`src/rtl/mersenne_twister_generator_defines.svh`:
```
// Assertion macros shared by the generator's RTL.
`ifndef MERSENNE_TWISTER_GENERATOR_DEFINES_SVH
`define MERSENNE_TWISTER_GENERATOR_DEFINES_SVH

`ifndef SYNTH
// Antecedent and consequent in the same cycle.
`define MTG_ASSERT_SAME(label, clk, rst, ante, cons) \
   label: assert property (@(posedge clk) disable iff (rst) (ante) |-> (cons)) \
      else $error("mtg assertion failed");
// Consequent in the cycle after the antecedent.
`define MTG_ASSERT_NEXT(label, clk, rst, ante, cons) \
   label: assert property (@(posedge clk) disable iff (rst) (ante) |=> (cons)) \
      else $error("mtg assertion failed");
`else
`define MTG_ASSERT_SAME(label, clk, rst, ante, cons)
`define MTG_ASSERT_NEXT(label, clk, rst, ante, cons)
`endif

`endif

```
`src/rtl/mtg_pkg.sv`:
```
package mtg_pkg;

   localparam int TABLE_LENGTH = 624;
   localparam int TWIST_OFFSET = 397;
   // Position of the far partner in the sliding window of the state sequence.
   localparam int TWIST_TAP = TWIST_OFFSET % TABLE_LENGTH;
   localparam int FILL_COUNT_WIDTH = $clog2(TABLE_LENGTH);

   typedef logic [31:0] word_type;
   typedef logic [FILL_COUNT_WIDTH-1:0] fill_count_type;

   localparam word_type MATRIX_A   = 32'h9908b0df;
   localparam word_type TEMPER_B   = 32'h9d2c5680;
   localparam word_type TEMPER_C   = 32'hefc60000;
   localparam word_type HIGH_BIT   = 32'h80000000;
   localparam word_type LOW_BITS   = 32'h7fffffff;
   localparam word_type SEED_MULT  = 32'd6069;
   localparam word_type SEED_RESET = 32'd4357;

   typedef struct packed {
      logic     busy;
      word_type word;
   } fill_status_type;

   // Next word of the sequence from the oldest word, its successor and the far partner.
   function automatic word_type twist_word(word_type first, word_type second, word_type far);
      word_type y;
      word_type w;
      y = (first & HIGH_BIT) | (second & LOW_BITS);
      w = far ^ (y >> 1);
      if (y[0]) begin
         w = w ^ MATRIX_A;
      end
      return w;
   endfunction

   function automatic word_type temper(word_type value);
      word_type y;
      y = value;
      y = y ^ (y >> 11);
      y = y ^ ((y << 7) & TEMPER_B);
      y = y ^ ((y << 15) & TEMPER_C);
      y = y ^ (y >> 18);
      return y;
   endfunction

endpackage

```
`src/rtl/mtg_cell.sv`:
```
module mtg_cell (
   input  logic              clock,
   input  logic              shift_en,
   input  mtg_pkg::word_type data_in,
   output mtg_pkg::word_type data_out
);
   import mtg_pkg::*;

   word_type data_ff;

   always_ff @(posedge clock) begin
      if (shift_en) begin
         data_ff <= data_in;
      end
   end

   assign data_out = data_ff;

endmodule

```
`config.mk`:
```
export PLATFORM = sky130hd
export DESIGN_NAME = mtg_cell
export DESIGN_NICKNAME = d
export VERILOG_FILES = /design/src/rtl/mersenne_twister_generator_defines.svh /design/src/rtl/mtg_pkg.sv /design/src/rtl/mtg_cell.sv
export SDC_FILE = /design/constraint.sdc
export NUM_CORES = 1
export LEC_CHECK = 0
export ABC_AREA = 1
export BUFFER_PORTS_ARGS = -buffer_cell sky130_fd_sc_hd__buf_2
export CAP_MARGIN = 20
export CORE_ASPECT_RATIO = 0.7
export CORE_MARGIN = 2
export CORE_UTILIZATION = 39
export CTS_CLUSTER_DIAMETER = 100
export DETAILED_ROUTE_END_ITERATION = 6
export PLACE_DENSITY = 0.82
export SETUP_SLACK_MARGIN = 0.3
export SLEW_MARGIN = 10
export SYNTH_ARGS = -nofsm -noshare
export SYNTH_HDL_FRONTEND = slang
export SYNTH_SLANG_ARGS = --single-unit
```
`constraint.sdc`:
```
create_clock -name clock -period 0.8 [get_ports clock]
set_input_delay 0.04 -clock clock [delete_from_list [all_inputs] [get_ports clock]]
set_output_delay 0.04 -clock clock [all_outputs]
set_load 0.02 [all_outputs]
```
==> run summary <==
Vias in the first global route - 574
Post-synth top cells - edfxtp_1
Area post-placement - 1360 um2
Tot Pwr - 3.34 mW
Die Width - 63.3 um
CP required - 0.76 ns
Pleak - 0.641 nW
Synthesized cell area - 961 um2
CTS clk-pin slew, worst paths - 0.10 ns
Ys async rst share - 0%
Pre-Repair DR Iteration Count - 4
#MultiIn Comb - 0
CTS buffer count - 5
Setup WS pre-CTS - 0.159 ns
Total of max-cap violations - 0
Final worst path period need - 0.924 ns
1st-iter DRT viols - 7
Core Area - 2400 um2
Area Overhead vs Synth - 56.4%
Post-synth top area cell - edfxtp_1
Post-Route WL - 1.71 mm
Post-Synthesis Cells - 32
Startpoint types - register
Failing checks - hold timing, setup timing
EDFF count, synth - 32
Final core occ - 62.6%
Post-route DRC - 0
Largest cells by area after synthesis - edfxtp_1
DR WL/cell - 12.1 um
Fin crit share - 115%
Placed cells - 133
Layout cells sized above 1 - 68.2%
PnR worst setup slack - -0.124 ns
Slew HR - 91.6%
Status - finished, violations left
Starting Density - 40.0%
Global route total overflow - 0
Yosys warns - 0
RSZ-0062 raised after global routing - yes
ANT cells - 0
VDD IR max - 1190 uV
Worst-path maximum fanout - 1
Setup CP Type - register to primary output
Vias per inst - 4.17
Cell area power density - 2230 nW/um2
Post-Layout Cell Count - 141
Filler Cells Inserted - 180
Crit path DAT - 0.88 ns
GRT Total Usage - 12.5%
Worst Tran Pin Value - 0.126 ns
Yosys reg bits - 32
Sequential fraction of the synthesis area - 100%
Top Family by Delay on Critical Path - flip-flops
Syn Nets - 66
First-pass GRT wire length - 2.38 mm
Die height - 45.5 um
Antenna-violating nets left - 0
Max incr delay on CP - 0.39 ns
Finished Cell Area - 1500 um2
Rows - 15
CTS root buf - clkbuf_4
Post-synth top area share - 100%
Max Transition Viols Final - 0
Max Clock Freq - 1.08 GHz
Sum Neg Setup Slack - -2.85 ns
Primary FF master, synth - edfxtp_1
Port bufs - 65
Max reg flops - 32
GPL Wtd Cong - 0.650
Syn avg cell area - 30.0 um2
Area occupied by multi-input gates - 0 um2
Most instantiated library cell after synthesis - edfxtp_1
Vias - 588
Worst-path cell chain - buf_2
Full die area - 2880 um2
Synth cell types - 1
Crit path buf inv count - 1
Initial antenna violation count - 0
Hold WS - -0.112 ns
CTS H-Tree Depth - 2
CP Capture Type - primary output
Final hold viol count - 32
Largest net degree at the start of global routing - 23
Clock tree buffer depth - 2
Final setup fails - 32
CTS tree - done
IO Pins - 66
Min-Delay Path Class - primary input to register
Final Net Count - 140
Sink Count - 32
Slowest CP cell - edfxtp_1
-- power by group --
part,internal (mW),switching [mW],total (mW),leakage [nW]
registers,1.99,0.0430,2.03,0.313
clock network,0.334,0.495,0.829,0.0259
logic,0.220,0.261,0.481,0.302
-- cells by family (layout without fill, tap and decap cells) --
| group | Yosys count | after routing | synth area share [%] |
|---|---|---|---|
| flip-flops | 32 | 32 | 100 |
| buffers and inverters | 0 | 75 | 0 |
-- worst paths after layout --
check / start / to / slack [ns] / cells past startpoint
min: data_in[29] / data_out[29] / -0.11 / 1
max: data_out[23] / data_out[23] / -0.12 / 1
-- layout make-up --
cell class              count  area (um2)  share of cell area (%)
clock inverters             2        11.3                   0.749
repair buffers             67         447                    29.7
well taps                  34        42.5                    2.83
flip-flops and latches     32         961                    63.9
clock buffers               6        41.3                    2.75
-- placed cells by master, fill, tap and decap left out, drive strengths merged --
cell       n
buf       67
clkbuf     6
edfxtp    32
clkinv     1
clkinvlp   1
-- per-layer routing --
layer	GRT usage, %	vias up	part of all wire (%)
li1	-	279	-
met1	10.6	258	33
met2	19.8	46	47
met3	10.4	5	17
met4	9.13	0	2.2
met5	0	-	0
-- what timing repair did --
action / in CTS / in global routing
setup endpoints to repair: 32 / 32
endpoints found under the hold margin: 32 / 32
gates cloned: 0 / 0
gates resized for setup: 6 / 24
setup buffers: 0 / 0
No activity file was read; power rests on OpenSTA's default activity.
