===== src/rtl/mersenne_twister_generator_defines.svh =====
// Assertion macros shared by the generator's RTL.
`ifndef MERSENNE_TWISTER_GENERATOR_DEFINES_SVH
`define MERSENNE_TWISTER_GENERATOR_DEFINES_SVH

`ifndef SYNTH
// Antecedent and consequent in the same cycle.
`define MTG_ASSERT_SAME(label, clk, rst, ante, cons) \
   label: assert property (@(posedge clk) disable iff (rst) (ante) |-> (cons)) \
      else $error("mtg assertion failed");
// Consequent in the cycle after the antecedent.
`define MTG_ASSERT_NEXT(label, clk, rst, ante, cons) \
   label: assert property (@(posedge clk) disable iff (rst) (ante) |=> (cons)) \
      else $error("mtg assertion failed");
`else
`define MTG_ASSERT_SAME(label, clk, rst, ante, cons)
`define MTG_ASSERT_NEXT(label, clk, rst, ante, cons)
`endif

`endif


===== src/rtl/mtg_pkg.sv =====
package mtg_pkg;

   localparam int TABLE_LENGTH = 624;
   localparam int TWIST_OFFSET = 397;
   // Position of the far partner in the sliding window of the state sequence.
   localparam int TWIST_TAP = TWIST_OFFSET % TABLE_LENGTH;
   localparam int FILL_COUNT_WIDTH = $clog2(TABLE_LENGTH);

   typedef logic [31:0] word_type;
   typedef logic [FILL_COUNT_WIDTH-1:0] fill_count_type;

   localparam word_type MATRIX_A   = 32'h9908b0df;
   localparam word_type TEMPER_B   = 32'h9d2c5680;
   localparam word_type TEMPER_C   = 32'hefc60000;
   localparam word_type HIGH_BIT   = 32'h80000000;
   localparam word_type LOW_BITS   = 32'h7fffffff;
   localparam word_type SEED_MULT  = 32'd6069;
   localparam word_type SEED_RESET = 32'd4357;

   typedef struct packed {
      logic     busy;
      word_type word;
   } fill_status_type;

   // Next word of the sequence from the oldest word, its successor and the far partner.
   function automatic word_type twist_word(word_type first, word_type second, word_type far);
      word_type y;
      word_type w;
      y = (first & HIGH_BIT) | (second & LOW_BITS);
      w = far ^ (y >> 1);
      if (y[0]) begin
         w = w ^ MATRIX_A;
      end
      return w;
   endfunction

   function automatic word_type temper(word_type value);
      word_type y;
      y = value;
      y = y ^ (y >> 11);
      y = y ^ ((y << 7) & TEMPER_B);
      y = y ^ ((y << 15) & TEMPER_C);
      y = y ^ (y >> 18);
      return y;
   endfunction

endpackage


===== src/rtl/mtg_seeder.sv =====
module mtg_seeder (
   input  logic                    clock,
   input  logic                    reset,
   input  logic                    csr_write_enable,
   input  mtg_pkg::word_type       csr_seed_value,
   output mtg_pkg::fill_status_type fill_status
);
   import mtg_pkg::*;

   logic           busy_ff;
   logic           busy_in;
   fill_count_type count_ff;
   fill_count_type count_in;
   word_type       word_ff;
   word_type       word_in;
   logic           last;

   assign last = (count_ff == FILL_COUNT_WIDTH'(TABLE_LENGTH - 1));

   always_comb begin
      busy_in  = busy_ff;
      count_in = count_ff;
      word_in  = word_ff;
      if (csr_write_enable) begin
         busy_in  = 1'b1;
         count_in = '0;
         word_in  = csr_seed_value;
      end else if (busy_ff) begin
         // One table word leaves per cycle; the next is the product with the multiplier.
         busy_in  = !last;
         count_in = count_ff + 1'b1;
         word_in  = word_ff * SEED_MULT;
      end
   end

   always_ff @(posedge clock) begin
      if (reset) begin
         busy_ff  <= 1'b1;
         count_ff <= '0;
         word_ff  <= SEED_RESET;
      end else begin
         busy_ff  <= busy_in;
         count_ff <= count_in;
         word_ff  <= word_in;
      end
   end

   assign fill_status.busy = busy_ff;
   assign fill_status.word = word_ff;

endmodule


===== config.mk =====
export PLATFORM = sky130hd
export DESIGN_NAME = mtg_seeder
export DESIGN_NICKNAME = d
export VERILOG_FILES = /design/src/rtl/mersenne_twister_generator_defines.svh /design/src/rtl/mtg_pkg.sv /design/src/rtl/mtg_seeder.sv
export SDC_FILE = /design/constraint.sdc
export NUM_CORES = 1
export LEC_CHECK = 0
export ABC_AREA = 0
export CAP_MARGIN = 5
export CORE_MARGIN = 3
export CORE_UTILIZATION = 60
export DETAILED_ROUTE_END_ITERATION = 10
export DONT_BUFFER_PORTS = 1
export PLACE_DENSITY = 0.76
export SYNTH_ARGS = -nofsm -noshare
export SYNTH_HDL_FRONTEND = slang
export SYNTH_SLANG_ARGS = --single-unit

===== constraint.sdc =====
create_clock -name clock -period 5.9 [get_ports clock]
set_input_delay 0.59 -clock clock [delete_from_list [all_inputs] [get_ports clock]]
set_output_delay 0.59 -clock clock [all_outputs]
set_load 0.01 [all_outputs]

==> flow_metrics.py, run 1 <==
metrics = {
    "outcome": {
        "status": "completed",
    },
    "synth": {
        "synth_top_area_share_pct": 35.9,
        "syn_nets": 1184,
        "syn_inst": 892,
        "yosys-top-cells-area": "fa_1, ha_1, inv_1",
        "dominantRegCellSynth": "dfxtp_1",
        "yosysTopAreaCell": "fa_1",
        "ys_warn_count": 0,
        "async_flop_share_pct": 0,
        "synth_area_per_cell_um2": 9.32,
        "synth_seq_area_share_pct": 10.4,
        "netlist_area_um2": 8310,
        "synth_edf_count": 0,
        "ys_ff_latch": 43,
        "yosysUniqueCellTypes": 54,
    },
    "timing": {
        "hold_violations": 0,
        "finalSetupViolCount": 0,
        "hold-worst-slack_ps": 360,
        "finClkSkew_ps": 5.19,
        "fmax_mhz": 183,
        "slew_headroom_pct": 30.5,
        "worstMarginPinSlew_ps": 1040,
        "finalSetupTns_ps": 0,
        "rsz0062_at_grt": "no",
        "slew_violations": 0,
        "min_period_ps": 5480,
        "timing.final.crit_share_pct": 92.8,
    },
    "floorplanning": {
        "die_h_um": 124,
        "io_pins": 68,
        "initial_core_util_pct": 62.0,
        "fp.dieW_um": 124,
        "die_area_um2": 15300,
        "coreArea_um2": 13400,
        "rows": 42,
    },
    "global_route": {
        "overflow": 0,
        "grt_usage_pct": 29.5,
        "grt_max_degree": 63,
        "grt_pass1_vias": 6554,
        "grt_antenna_before_repair": 0,
        "grt_pass1_wl_mm": 34.3,
    },
    "clock_network": {
        "root_buffer": "clkbuf_16",
        "clk_pin_slew_worst_paths_ps": 70,
        "cts_made_buffers": 5,
        "cts-resized-gates": 0,
        "clk_latency_ps": 290,
        "clockBufferDepth": 2,
        "cts.sinks": 43,
        "cts_tree": "built",
        "htreeDepth": 2,
        "postCtsHoldBufs": 0,
        "cts_setup_buffers": 0,
    },
    "route": {
        "drt-initial-drc-count": 304,
        "wl_mm": 20.7,
        "wl_per_cell_um": 19.3,
        "first_pass_iters": 5,
        "vias_per_cell": 5.55,
        "drc": 0,
        "vias": 5950,
        "ant_nets": 0,
    },
    "run": {
        "drv_cap": 0,
    },
    "finish": {
        "most-common-layout-cells": "inv_1, fa_1, ha_1",
        "drive_above_1_share_pct": 4.46,
        "final_common_cell": "inv_1",
        "fill_cells": 1114,
        "multiInputGateArea_um2": 6440,
        "fin_nets": 1187,
        "seqCellArea_um2": 862,
        "syn_to_final_growth_pct": 5.37,
    },
    "worst_setup_path": {
        "critPathKind": "register to register",
        "cp-start-kind": "register",
        "crit_required_ps": 6070,
        "path_max_fanout": 7,
        "end_kind": "register",
        "worstPathArrival_ps": 5650,
    },
    "hold_path": {
        "min_path_type": "input port to register",
    },
    "placement": {
        "port_buffers": 0,
        "dp.final_hpwl_mm": 18.1,
        "routabilityCongestion": 0.980,
    },
}
[state kept, by name, indices dropped and copies added, names as in the netlist]
register,count
busy_ff,1
word_ff,32
count_ff,10
[final cells by class]
cell class                 count  area share [%]
antenna                        1          0.0286
clock buffer                   5            1.43
clock inverter                 3           0.529
inverter                     244            10.5
multi-input combinational    582            73.6
sequential                    43            9.84
tap                          176            2.51
timing repair buffer          19            1.63
[worst paths after layout]
kind	start	endpoint	slack, ps	cells after the start
worst max-delay path	word_ff[8]	word_ff[28]	420	18
worst min-delay path	reset	word_ff[25]	360	1
worst max register to register	word_ff[8]	word_ff[28]	420	18
worst min register to register	count_ff[9]	count_ff[9]	530	2
[cell usage after synthesis, drive strengths merged, types with 2 or more instances]
library cell	instances
a211o	3
a211oi	4
a21o	20
a21oi	49
a221oi	8
a311oi	3
a31oi	5
and3	4
and4	2
buf	3
clkbuf	20
dfxtp	43
fa	149
ha	108
inv	244
mux2i	11
nand2	25
nand2b	8
nand3	6
nand3b	2
nand4	11
nor2	52
nor2b	4
nor3	3
nor3b	7
o211ai	2
o21a	3
o21ai	16
o21bai	3
o22ai	4
o32ai	2
or2	2
xnor2	33
xor2	20
[worst max-delay path, stage by stage, from the launching register on]
cell and delay [ps]:
dfxtp_1 360, inv_1 140, fa_1 560, inv_1 60, fa_1 570, fa_1 460, fa_1 510, inv_1 50
fa_1 470, inv_1 40, ha_1 410, a2111oi_4 370, o21ai_1 120, a41o_1 290, a311oi_2 290, o21ai_2 120
o31ai_4 250, xor2_1 180, o22ai_1 90
[through the flow]
step	worst slack (ps)	cells	area [um^2]	utilization, %
after floorplan	682	892	8310	-
after global placement	537	1064	8580	64.1
after detailed placement	492	1064	8580	64.1
after CTS	450	1072	8760	65.3
after global routing	82.0	1072	8760	65.3
final	424	1073	8760	65.4
[routing by layer]
layer / GRT usage [%] / up-vias / wire length [um]
met5: 0 / - / 0
met3: 3.86 / 54 / 886
met4: 11.4 / 0 / 940
met1: 36.4 / 2927 / 8220
li1: - / 2793 / -
met2: 52.5 / 176 / 10700
[cells by family after synthesis]
group,count (synthesis),synth area share [%]
AO/OA/AOI/OAI,130,10.8
XOR/XNOR,53,5.58
adder cells (fa/ha/maj),257,52.1
buffers and inverters,267,12.1
flip-flops,43,10.4
multiplexers,12,1.46
AND/OR/NAND/NOR,130,7.54
Power of run 1 is not shown: default switching activity piles up to over one toggle a cycle in this logic, so the estimate is an artifact.
==> run 2, diff against run 1 <==
CORE_ASPECT_RATIO = 1.5   (was unset)
RECOVER_POWER = 25   (was unset)
==> flow_metrics.py, run 2 (same netlist as run 1, synthesis figures left out) <==
metrics = {
    "outcome": {
        "status": "completed",
    },
    "finish": {
        "fin_nets": 1185,
        "reg_top3": "word_ff (32), count_ff (10), busy_ff (1)",
        "most-common-layout-cells": "inv_1, fa_1, ha_1",
        "drive_above_1_share_pct": 3.13,
        "fill_cells": 1187,
        "largest-register": "word_ff",
        "n_antenna_cell": 0,
        "multiInputGateArea_um2": 6440,
        "final_common_cell": "inv_1",
        "seqCellArea_um2": 861,
        "largest_reg_flops": 32,
        "syn_to_final_growth_pct": 4.53,
    },
    "worst_setup_path": {
        "cp-start-kind": "register",
        "worstPathArrival_ps": 5810,
        "path_max_fanout": 8,
        "crit_required_ps": 6080,
        "end_kind": "register",
        "slowest_stage": "dfxtp_1",
        "worstPathCellList": "inv_1, fa_1, inv_1, fa_1, fa_1, fa_1, inv_1, fa_1, inv_1, ha_1, a21oi_1, o21ai_0, o21bai_1, a211oi_1, a31oi_1, xnor2_1, o22ai_1",
        "cpPeakStageDelay_ps": 630,
        "crit_path_frequent_cell": "fa_1",
        "critPathKind": "register to register",
    },
    "timing": {
        "min_period_ps": 5630,
        "timing.final.crit_share_pct": 95.4,
        "hold-worst-slack_ps": 362,
        "fmax_mhz": 178,
        "finalSetupTns_ps": 0,
        "slew_headroom_pct": 56.6,
        "worstMarginPinSlew_ps": 648,
        "hold_violations": 0,
        "slew_violations": 0,
        "finClkSkew_ps": 4.97,
        "finalSetupViolCount": 0,
        "rsz0062_at_grt": "no",
    },
    "global_route": {
        "grt_antenna_before_repair": 0,
        "grt_pass1_wl_mm": 34.5,
        "overflow": 0,
        "grt_usage_pct": 30.0,
        "grt_pass1_vias": 6585,
        "grt_max_degree": 63,
    },
    "clock_network": {
        "root_buffer": "clkbuf_16",
        "clockBufferDepth": 2,
        "clk_pin_slew_worst_paths_ps": 70,
        "cts.sinks": 43,
        "cts_made_buffers": 5,
        "cts-resized-gates": 0,
        "postCtsHoldBufs": 0,
        "clk_latency_ps": 290,
        "htreeDepth": 2,
        "cts_setup_buffers": 0,
        "cts_tree": "built",
    },
    "floorplanning": {
        "coreArea_um2": 13500,
        "die_h_um": 150,
        "io_pins": 68,
        "initial_core_util_pct": 61.4,
        "die_area_um2": 15300,
        "rows": 52,
        "fp.dieW_um": 102,
    },
    "run": {
        "drv_cap": 0,
    },
    "placement": {
        "dp.final_hpwl_mm": 18.6,
        "routabilityCongestion": 1.04,
        "port_buffers": 0,
    },
    "route": {
        "vias_per_cell": 5.81,
        "wl_met2_mm": 11.7,
        "ant_nets": 0,
        "top_layer": "met4",
        "wl_met3_um": 689,
        "vias": 6131,
        "drt-initial-drc-count": 293,
        "wl_mm": 21.3,
        "wl_per_cell_um": 20.2,
        "first_pass_iters": 4,
        "drc": 0,
        "met1_length_mm": 6.93,
    },
    "hold_path": {
        "min_path_type": "input port to register",
    },
}
-- run 2: cell types whose count changed in the layout (fill, tap and decap cells not counted) --
cell,change
clkbuf_1,+9
dfxtp_1,+1
diode_2,-1
dfxtp_2,-1
buf_4,-11
-- run 2: layout make-up --
cell class / count / share of cell area [%]
clock buffer: 5 / 1.44
clock inverter: 3 / 0.533
inverter: 244 / 10.5
multi-input combinational: 582 / 74.2
sequential: 43 / 9.91
tap: 162 / 2.33
timing repair buffer: 17 / 1.08
-- run 2: through the flow --
stage                     instance area, um^2  instances  setup WS, ps  util, %
final                                    8690       1056           269     64.2
after floorplan                          8310        892           682        -
after detailed placement                 8550       1048           397     63.2
after global placement                   8550       1048           497     63.2
after CTS                                8720       1056           377     64.5
after global routing                     8690       1056          32.6     64.2
-- run 2: layer usage --
layer / up-vias / track usage (%)
li1: 2794 / -
met1: 3061 / 30.9
met5: - / 0
met2: 186 / 55.4
met3: 90 / 3.01
met4: 0 / 20.7
-- run 2: critical path, delay by kind of cell (launching register included) --
| kind | cells | cell delay [ps] |
|---|---|---|
| AO/OA/AOI/OAI | 6 | 1430 |
| XOR/XNOR | 1 | 200 |
| adder cells (fa/ha/maj) | 6 | 2910 |
| buffers and inverters | 4 | 340 |
| flip-flops | 1 | 630 |
-- run 2: worst paths after layout --
path | from | depth (start not counted) | slack [ps] | end
hold reg to reg | count_ff[9] | 2 | 530 | count_ff[9]
setup reg to reg | word_ff[4] | 17 | 270 | word_ff[31]
setup / recovery | word_ff[4] | 17 | 270 | word_ff[31]
hold / removal | reset | 1 | 360 | word_ff[25]
Power of run 2 is left out for the same reason.
